### config.mk
export PLATFORM = sky130hd
export DESIGN_NAME = pfd10_front
export DESIGN_NICKNAME = d
export VERILOG_FILES = /design/src/rtl/pfd10_pkg.sv /design/src/rtl/pfd10_front.sv
export VERILOG_INCLUDE_DIRS = /design/src /design/src/rtl
export SDC_FILE = /design/constraint.sdc
export NUM_CORES = 1
export LEC_CHECK = 0
export BUFFER_PORTS_ARGS = -buffer_cell sky130_fd_sc_hd__buf_4
export CAP_MARGIN = 20
export CELL_PAD_IN_SITES_DETAIL_PLACEMENT = 1
export CELL_PAD_IN_SITES_GLOBAL_PLACEMENT = 2
export CORE_MARGIN = 2
export CORE_UTILIZATION = 39
export DETAILED_ROUTE_END_ITERATION = 10
export MAX_ROUTING_LAYER = met4
export PLACE_DENSITY_LB_ADDON = 0.1
export REMOVE_ABC_BUFFERS = 1
export SLEW_MARGIN = 20
export SYNTH_ARGS = -nofsm -noshare
export SYNTH_HDL_FRONTEND = slang
export SYNTH_SLANG_ARGS = --single-unit
### constraint.sdc
create_clock -name clock -period 9.6 [get_ports clock]
set_input_delay 1.44 -clock clock [delete_from_list [all_inputs] [get_ports clock]]
set_output_delay 1.44 -clock clock [all_outputs]
set_load 0.005 [all_outputs]
### src/rtl/prime_factor_dft10_top_macros.svh
// Assertion macros shared by the ten-point DFT RTL.
// No dependencies; included inside module bodies.
`ifndef PRIME_FACTOR_DFT10_TOP_MACROS_SVH
`define PRIME_FACTOR_DFT10_TOP_MACROS_SVH
// Implication checked on every clock edge outside reset.
`define PFD_ASSERT_IMP(lbl, clk, rst, ante, cons, msg) \
   lbl: assert property (@(posedge clk) disable iff (rst) (ante) |-> (cons)) else $error(msg);
// Next-cycle implication checked outside reset.
`define PFD_ASSERT_NXT(lbl, clk, rst, ante, cons, msg) \
   lbl: assert property (@(posedge clk) disable iff (rst) (ante) |=> (cons)) else $error(msg);
`endif

### src/rtl/pfd10_pkg.sv
// Types and constants of the ten-point prime factor DFT.
// No dependencies.
`default_nettype none
package pfd10_pkg;
   localparam int NPTS = 10;
   localparam int OUT_BITS = 20;
   localparam int ACC_BITS = 26;
   localparam logic signed [15:0] Q_C72 = 16'sd10126;
   localparam logic signed [15:0] Q_S72 = 16'sd31164;
   localparam logic signed [15:0] Q_C144 = -16'sd26510;
   localparam logic signed [15:0] Q_S144 = 16'sd19261;
   localparam logic signed [OUT_BITS-1:0] OUT_MAX = 20'sh7FFFF;
   localparam logic signed [OUT_BITS-1:0] OUT_MIN = 20'sh80000;

   // One queued block: ten complex samples plus the direction captured.
   typedef struct packed {
      logic                        inv;
      logic [NPTS-1:0][47:0]       smp;
   } blk_type;
endpackage
`default_nettype wire

### src/rtl/pfd10_front.sv
// Front end: collects ten samples into a block and pushes it to a two-deep queue.
// Depends on pfd10_pkg and prime_factor_dft10_top_macros.svh.
`default_nettype none
module pfd10_front #(parameter int SAMPLE_BITS = 16) (
   input  wire logic                  clock,
   input  wire logic                  reset,
   input  wire logic                  in_valid,
   output logic                       in_ready,
   input  wire logic [15:0]           in_re,
   input  wire logic [15:0]           in_im,
   input  wire logic                  dir,
   output logic                       q_valid,
   input  wire logic                  q_pop,
   output pfd10_pkg::blk_type         q_data
);
   import pfd10_pkg::*;
   `include "prime_factor_dft10_top_macros.svh"

   logic [NPTS-1:0][47:0] load_ff;
   logic [3:0] cnt_ff, cnt_in;
   blk_type mem_ff [2];
   logic wp_ff, rp_ff;
   logic [1:0] fill_ff, fill_in;
   logic take, push;
   logic signed [23:0] ext_re, ext_im;

   // samples wider than the port: the 16-bit field is taken as positive
   if (SAMPLE_BITS > 16) begin : g_wide
      assign ext_re = {8'd0, in_re};
      assign ext_im = {8'd0, in_im};
   end else begin : g_narrow
      assign ext_re = 24'(signed'(in_re[SAMPLE_BITS-1:0]));
      assign ext_im = 24'(signed'(in_im[SAMPLE_BITS-1:0]));
   end
   // last sample of a block waits for queue room
   assign in_ready = (cnt_ff != 4'(NPTS-1)) || (fill_ff != 2'd2);
   assign take = in_valid && in_ready;
   assign push = take && (cnt_ff == 4'(NPTS-1));
   assign cnt_in = push ? 4'd0 : (take ? cnt_ff + 4'd1 : cnt_ff);
   assign fill_in = fill_ff + {1'b0, push} - {1'b0, q_pop};
   assign q_valid = fill_ff != 2'd0;
   assign q_data = mem_ff[rp_ff];

   always_ff @(posedge clock) begin
      if (take) load_ff[cnt_ff] <= {ext_re, ext_im};
      if (push) begin
         mem_ff[wp_ff].inv <= dir;
         for (int k = 0; k < NPTS-1; k++) mem_ff[wp_ff].smp[k] <= load_ff[k];
         mem_ff[wp_ff].smp[NPTS-1] <= {ext_re, ext_im};
      end
   end

   always_ff @(posedge clock) begin
      if (reset) begin
         cnt_ff <= '0; fill_ff <= '0; wp_ff <= 1'b0; rp_ff <= 1'b0;
      end else begin
         cnt_ff <= cnt_in; fill_ff <= fill_in;
         if (push) wp_ff <= ~wp_ff;
         if (q_pop) rp_ff <= ~rp_ff;
      end
   end

   `PFD_ASSERT_IMP(a_cnt_rng, clock, reset, 1'b1, cnt_ff < 4'(NPTS), "load count out of range")
   `PFD_ASSERT_IMP(a_no_ovf, clock, reset, push, fill_ff != 2'd2 || q_pop, "queue overflow")
   `PFD_ASSERT_IMP(a_no_udf, clock, reset, q_pop, fill_ff != 2'd0, "queue underflow")
endmodule
`default_nettype wire

-- Word-level counts from Yosys, hierarchy flattened
Memories as Yosys holds them, arrays and structs flattened. A register that Yosys moved wholly into a read port is not among the register bits.
Index checks and enable logic that the tools add are counted.
- $add $sub $neg: 3
- order comparisons: 2
- equality and inequality tests: 3
- multiplexer cells: 7
- bitwise gates (word level): 2
- reductions and logical operators: 6
- operators by type and width (operator ; count):
    bitwise mux 480 bit ; 1
    demux 48 bit (select 4 bit) ; 1
    two-way mux 48 bit ; 1
    less-than comparator 4 x 5 -> 1 bit (second input constant) ; 1
    adder 4 x 1 -> 4 bit (second input constant) ; 1
    equality test 4 bit (second input constant) ; 1
    >= comparator 4 x 1 -> 1 bit (second input constant) ; 1
    two-way mux 1 bit ; 4
    != test 4 bit (second input constant) ; 1
    logical AND 1 bit ; 3
    adder 2 x 1 -> 2 bit ; 1
    != test 2 bit (second input constant) ; 1
    inverter 1 bit ; 2
    nonzero test 2 bit ; 1
    OR reduction 2 bit ; 1
    subtractor 2 x 1 -> 2 bit ; 1
    logical OR 1 bit ; 1
- bits in registers: 488
- bits in writable memories: 962
- input port bits: 37
- word-level logic and storage cells: 38
- memories: 1
- memories (memory ; depth ; width ; read ports ; clocked after memory_dff ; wr ports ; line ; source):
    mem_ff ; 2 ; 481 ; 1 ; 1 ; 1 ; pfd10_front.sv:21 ; blk_type mem_ff [2];

-- Logic depth before layout (Yosys ltp)
Gate-level depths: netlist of run 1.
- word-level depth: 6
- mapped depth: 10

-- Least setup slack after synthesis of run 1
OpenSTA, ideal clock, no wires.
- kind: input-to-reg
- start: input in_valid
- end: memory mem_ff[1][0] in the netlist's numbering (enable)
- setup time: 723 ps
- arrival: 9107 ps
- required time: 8877 ps
- setup slack: -230 ps
- stages: 3
- buffers on the path: 0
- cell sequence: nand2_1 -> nor3_1 -> and2_1
- longest elaborated chain between the ends: 4
- ends and longest elaborated chain (item ; line ; source):
    start: declaration ; pfd10_front.sv:7 ; input wire logic in_valid,
    logical AND 1 bit ; pfd10_front.sv:37 ; assign take = in_valid && in_ready;
    logical AND 1 bit ; pfd10_front.sv:38 ; assign push = take && (cnt_ff == 4'(NPTS-1));
    two-way mux 1 bit ; pfd10_front.sv:46 ; if (push) begin
    two-way mux 1 bit (not written as such) ; pfd10_front.sv:48 ; for (int k = 0; k < NPTS-1; k++) mem_ff[wp_ff].smp[k] <= load_ff[k];
    end: declaration ; pfd10_front.sv:21 ;
Every way passes these cells.

==> flow_metrics.env, run 1 <==
export IMPL_io_buffer_count=519
export IMPL_hold_path_class="reg2reg"
export IMPL_cp_slowest_cell="dfxtp_4"
export IMPL_rsz0062_at_grt="no"
export IMPL_finalMaxSlewViolations=0
export IMPL_hold_viol=0
export IMPL_crit_path_max_incr_delay_ns=0.76
export IMPL_wl_mm=75.9
export IMPL_placed_cell_area_um2=37700
export IMPL_ys_types=32
export IMPL_powerDensity_nw_per_um2=208
export IMPL_utilization=0.478
export IMPL_avgViaCountPerCell=4.70
export IMPL_cts_sinks=939
export IMPL_cts_resized=0
export IMPL_synth_warnings=0
export IMPL_p_leak_nw=13.9
export IMPL_vias=15000
export IMPL_async_flop_share=0
export IMPL_place_gp_congestion=0.729
export IMPL_grt_pass1_vias=15900
export IMPL_min_period_ns=4.54
export IMPL_hold_buffers=0
export IMPL_grt_pass1_wl_mm=110
export IMPL_r2r_start="cnt_ff[0]"
export IMPL_dp_cells=3004
export IMPL_rr_worst_depth=5
export IMPL_max_slew_margin_rel=0.105
export IMPL_cts_max_path_buffers=3
export IMPL_fillers=7864
export IMPL_final_area_um2=40700
export IMPL_grt_max_degree=158
export IMPL_synth_edf_count=930
export IMPL_io_pins=520
export IMPL_dpl_hpwl_mm=44.0
export IMPL_r2r_setup_slack_ns=5.80
export IMPL_num_nets_final=2001
export IMPL_synthCells=1520
export IMPL_path_cells="buf_12 > mux2_2 > buf_4"
export IMPL_coreArea_um2=85100
export IMPL_die_area_um2=88300
export IMPL_syn_to_final_growth_pct=21.5
export IMPL_post_cts_setup_buffers=0
export IMPL_dr_pass1_iters=5
export IMPL_fmax_mhz=220
export IMPL_cts_buffers_inserted=96
export IMPL_vdd_drop_max_uv=131
export IMPL_cts_tree="built"
export IMPL_fin_ws_ns=5.06
export IMPL_rows=107
export IMPL_worstPathArrival_ns=3.10
export IMPL_critPathKind="reg2out"
export IMPL_clock_latency_ns=0.65
export IMPL_cap_violations=0
export IMPL_ys_seq_elements=939
export IMPL_grt_antenna_before_repair=4
export IMPL_avgSynthCellArea_um2=22.1
export IMPL_crit_path_end="q_data[119]"
export IMPL_hp_start="load_ff[348]"
export IMPL_clock_skew_final_ns=0.0290
export IMPL_ys_flop_type="edfxtp_1"
export IMPL_drtAntennaViolNets=0
export IMPL_ctsHtreeMaxLevel=3
export IMPL_drtIter0Drc=851
export IMPL_wl_per_cell_um=23.8
export IMPL_worstPathMaxFanout=150
export IMPL_drcViolationCount=0
export IMPL_start_kind="register"
export IMPL_worstMarginPinSlew_ns=1.34
export IMPL_cp_data_required_time_ns=8.16
export IMPL_grt_usage=0.174
export IMPL_whs_ns=0.424
export IMPL_finalCritPeriodShare=0.473
export IMPL_fin_cells=3186
export IMPL_fp_dieW_um=297
export IMPL_grt_overflow_total=0
export IMPL_die_y_um=297
export IMPL_initial_core_util=0.394
export IMPL_cts_root_buf="clkbuf_16"
export IMPL_setup_viol=0
export IMPL_clk_pin_slew_ns=0.06
export IMPL_pre_cts_ws_ns=5.06
export IMPL_synth_seq_area_share=0.838
export IMPL_critPathCaptureType="primary output"
export IMPL_final_layout_size_suffix_gt1_frac=0.495
export IMPL_outcome="complete, no violations"
export IMPL_rr_endpoint="mem_ff[1][322]"
export IMPL_syn_cell_area_um2=33500
## worst max-delay path, delay by kind of cell (launching register included)
| family | cells | cell delay [ns] |
|---|---|---|
| flops | 1 | 0.76 |
| buf+inv | 2 | 0.60 |
| mux | 1 | 0.54 |
## metrics by stage
stage	power [mW]	TNS, ns
2_1_floorplan	4.85	-193.02
3_3_place_gp	5.07	0
3_5_place_dp	5.08	0
4_1_cts	8.60	0
5_1_grt	8.77	0
6_report	8.48	0
## cell type report
class,instances,area [um^2],area share
repair buffers,541,4120,0.101
multi-input cells,376,4060,0.0996
diodes,6,15.0,0.000369
clock buffers,117,2540,0.0625
inverters,5,26.3,0.000645
clock inverters,58,415,0.0102
well taps,1144,1430,0.0352
flip-flops and latches,939,28100,0.690
## cell usage in the layout (no fill, tap or decap), drive strengths merged
| cell type | synthesis | final |
|---|---|---|
| nor2 | 8 | 8 |
| clkinv | 0 | 49 |
| ha | 5 | 5 |
| bufinv | 0 | 4 |
| xor2 | 2 | 2 |
| a31oi | 2 | 2 |
| nor3 | 5 | 5 |
| and2 | 2 | 2 |
| or2 | 1 | 1 |
| nor2b | 2 | 2 |
| a211oi | 1 | 1 |
| buf | 199 | 541 |
| clkinvlp | 0 | 3 |
| mux2 | 322 | 322 |
| o21ai | 1 | 1 |
| a2111o | 1 | 1 |
| clkbuf | 1 | 117 |
| diode | 0 | 6 |
| nand4 | 2 | 2 |
| a31o | 1 | 1 |
| xnor2 | 2 | 2 |
| o31ai | 3 | 3 |
| dfxtp | 9 | 9 |
| nand2b | 1 | 1 |
| edfxtp | 930 | 930 |
| or2b | 1 | 1 |
| and2b | 1 | 1 |
| o311ai | 1 | 1 |
| inv | 5 | 7 |
| nand2 | 7 | 7 |
| a21oi | 2 | 2 |
| nand3 | 1 | 1 |
| or4 | 1 | 1 |
| a311o | 1 | 1 |
## cells in the mapped netlist (2+ instances only)
master,count,area share
nor2_1,8,0.00090
inv_1,5,0.00056
nand2_1,7,0.00078
xnor2_1,2,0.00052
nand4_1,2,0.00037
a31oi_1,2,0.00037
dfxtp_1,9,0.0054
edfxtp_1,930,0.83
buf_2,37,0.0055
ha_1,5,0.0019
and2_1,2,0.00037
nor2b_1,2,0.00037
a21oi_1,2,0.00030
mux2_2,322,0.11
xor2_1,2,0.00052
o31ai_1,3,0.00067
nor3_1,5,0.00075
buf_4,161,0.036
## worst min-delay path by stage
stage / end / slack [ns] / depth (start not counted)
floorplan: mem_ff[0][0] / 0.42 / 0
global placement: mem_ff[0][323] / 0.42 / 0
detailed placement: mem_ff[0][119] / 0.43 / 0
CTS: mem_ff[0][387] / 0.42 / 0
global route: mem_ff[0][156] / 0.44 / 0
finish: mem_ff[1][348] / 0.42 / 0
## power by group
part / internal (mW) / total (mW) / switching (mW)
combinational: 0.235 / 0.456 / 0.221
clock: 1.99 / 3.50 / 1.51
sequential: 4.50 / 4.52 / 0.0191
total: 6.73 / 8.48 / 1.75
## cells by family (layout without fill, tap and decap cells)
kind of cell	after synthesis	in the layout	share of synthesized area
DFF	939	939	0.838
muxes	322	322	0.108
buffers and inverters	205	721	0.0426
and+or+nand+nor	32	32	0.00511
AOI/OAI and AO/OA	13	13	0.00291
adders and majority gates	5	5	0.00187
xor gates and xnor gates	4	4	0.00105
other	0	6	0
## flip-flops by register name, indices dropped and copies added (netlist names), named ones only
register	cells
cnt_ff	4
fill_ff	2
load_ff	288
mem_ff	642
rp_ff	1
wp_ff	1
## routing by layer
metal  GRT usage  part of all wire  vias to the layer above
met4      0.0445             0.018                        0
li1            -                 -                     6666
met3      0.0435             0.059                       99
met2       0.299              0.52                      446
met5           -                 0                        -
met1       0.204              0.40                     7773
Power figures use the tool's default switching activity.
==> run 2, diff against run 1 <==
CORE_UTILIZATION = 43   (was 39)
clock period = 4.4 ns   (was 9.6 ns; I/O delays follow)
==> run 2 against run 1 <==
Clock skew decreased by 0.0092 ns. First-iteration DRC count increased by 0.94%. Final area increased by 0.11%. Clock power increased by 120%. Critical path depth unchanged. Sequential power increased by 120%. Flip-flop and latch count unchanged. Utilization increased by 4.9 points. Setup slack got worse by 4.1 ns. Critical path type unchanged.
==> flow_metrics.env, run 2 (synthesized netlist as in run 1, its figures left out) <==
export IMPL_holdPathStages=1
export IMPL_fin_cells=3088
export IMPL_num_nets_final=2012
export IMPL_fillers=6914
export IMPL_drcViolationCount=0
export IMPL_grt_overflow_total=0
export IMPL_dpl_hpwl_mm=47.1
export IMPL_fin_ws_ns=0.965
export IMPL_clk_pin_slew_ns=0.06
export IMPL_largest_registers="mem_ff x642, load_ff x288, cnt_ff x4"
export IMPL_clock_skew_final_ns=0.0198
export IMPL_io_pins=520
export IMPL_largest_register="mem_ff"
export IMPL_drtAntennaViolNets=0
export IMPL_place_gp_congestion=0.748
export IMPL_worstPathArrival_ns=2.77
export IMPL_grt_max_degree=89
export IMPL_post_cts_setup_buffers=0
export IMPL_outcome="complete, no violations"
export IMPL_rr_worst_depth=6
export IMPL_clock_latency_ns=0.65
export IMPL_path_common_cell="buf_4"
export IMPL_final_cell_mix="edfxtp_1, buf_4, mux2_2"
export IMPL_grt_pass1_vias=16200
export IMPL_rsz0062_at_grt="no"
export IMPL_start_kind="register"
export IMPL_vias=15100
export IMPL_grt_util_met3=0.0423
export IMPL_initial_core_util=0.434
export IMPL_finalCritPeriodShare=0.781
export IMPL_p_leak_nw=14.0
export IMPL_top_usage_layer="met2"
export IMPL_fmax_mhz=291
export IMPL_hold_buffers=0
export IMPL_max_slew_margin_rel=0.344
export IMPL_pre_cts_ws_ns=1.25
export IMPL_wl_mm=76.1
export IMPL_cts_resized=0
export IMPL_worstPathMaxFanout=55
export IMPL_hp_start="dir"
export IMPL_cts_max_path_buffers=3
export IMPL_grt_antenna_before_repair=2
export IMPL_wl_per_cell_um=24.6
export IMPL_cap_violations=0
export IMPL_cp_data_required_time_ns=3.74
export IMPL_critPathCaptureType="primary output"
export IMPL_vdd_drop_max_uv=298
export IMPL_cts_sinks=939
export IMPL_final_common_cell="edfxtp_1"
export IMPL_multi_input_area_um2=4060
export IMPL_io_buffer_count=519
export IMPL_crit_family="flip-flops"
export IMPL_grt_pass1_wl_mm=110
export IMPL_syn_to_final_growth_pct=21.6
export IMPL_dp_cells=2913
export IMPL_crit_path_max_incr_delay_ns=0.96
export IMPL_critPathKind="reg2out"
export IMPL_cts_buffers_inserted=95
export IMPL_path_cells="buf_4 > mux2_2 > buf_4"
export IMPL_grtUsageMet2=0.330
export IMPL_coreArea_um2=77300
export IMPL_gr_usage_met1=0.232
export IMPL_cts_root_buf="clkbuf_16"
export IMPL_rr_endpoint="mem_ff[1][219]"
export IMPL_r2r_setup_slack_ns=1.30
export IMPL_fp_dieW_um=283
export IMPL_drtIter0Drc=859
export IMPL_regArea_um2=28100
export IMPL_cts_tree="built"
export IMPL_hold_path_class="in2reg"
export IMPL_cp_slowest_cell="dfxtp_4"
export IMPL_grt_usage=0.193
export IMPL_hold_end="mem_ff[0][480]"
export IMPL_avgViaCountPerCell=4.89
export IMPL_min_period_ns=3.43
export IMPL_final_layout_size_suffix_gt1_frac=0.499
export IMPL_setup_viol=0
export IMPL_die_y_um=283
export IMPL_largest_reg_flops=642
export IMPL_die_area_um2=80200
export IMPL_worstMarginPinSlew_ns=0.984
export IMPL_r2r_start="cnt_ff[1]"
export IMPL_powerDensity_nw_per_um2=454
export IMPL_dr_pass1_iters=5
export IMPL_rows=102
export IMPL_cp_buffers_inverters=2
export IMPL_hold_viol=0
export IMPL_finalMaxSlewViolations=0
export IMPL_ctsHtreeMaxLevel=3
==> run 2: cell types whose count changed in the layout (fill, tap and decap cells not counted), moves of 2 or more <==
| cell | before | now |
|---|---|---|
| buf_12 | 3 | 13 |
| buf_4 | 537 | 540 |
| clkbuf_16 | 99 | 101 |
| clkinv_1 | 30 | 26 |
| clkinv_2 | 17 | 21 |
| clkinvlp_4 | 3 | 0 |
| diode_2 | 6 | 2 |
==> run 2: worst max-delay path by stage <==
stage	startpoint	end	slack, ns	cells past startpoint
2_1_floorplan	register	q_data[111]	-4.83	1
3_3_place_gp	cnt_ff[1]	mem_ff[1][171]	1.39	6
3_5_place_dp	cnt_ff[1]	mem_ff[1][75]	1.25	6
4_1_cts	register	q_data[38]	0.85	3
5_1_grt	register	q_data[315]	0.81	3
6_report	register	q_data[278]	0.97	3
==> run 2: final cells by class <==
| type | count | share of cell area |
|---|---|---|
| well taps | 1040 | 0.0319 |
| repair buffers | 553 | 0.106 |
| diodes | 2 | 0.000123 |
| flip-flops and latches | 939 | 0.690 |
| clock buffers | 120 | 0.0637 |
| inverters | 5 | 0.000645 |
| multi-input cells | 376 | 0.0995 |
| clock inverters | 53 | 0.00862 |
==> run 2: through the flow <==
step | hold WS (ns) | utilization | setup TNS [ns] | instance area [um^2] | total power, mW
detailed placement | 0.431 | 0.489 | 0 | 37800 | 11.1
floorplan | 0.421 | - | -4958.19 | 32100 | 10.6
global route | 0.187 | 0.527 | 0 | 40800 | 19.1
CTS | 0.173 | 0.527 | 0 | 40800 | 18.7
finish | 0.214 | 0.527 | 0 | 40800 | 18.5
global placement | 0.422 | 0.489 | 0 | 37800 | 11.1
==> run 2: worst register-to-register path, cell delays in order (launching register included) <==
cell     delay, ns
dfxtp_1       0.36
inv_1         0.13
ha_1          0.36
nand2_1       0.30
nor3_1        0.32
and2_4        0.63
buf_4         0.60
==> run 2: routing by layer <==
layer / up-vias / share of wire
met2: 489 / 0.52
met1: 7835 / 0.40
met5: - / 0
li1: 6676 / -
met3: 96 / 0.057
met4: 0 / 0.019
==> run 2: where the power goes <==
group | total [mW] | switching, mW | internal [mW]
Combinational | 1.01 | 0.486 | 0.520
Sequential | 9.87 | 0.0500 | 9.82
Clock | 7.62 | 3.22 | 4.39
Total | 18.5 | 3.76 | 14.7
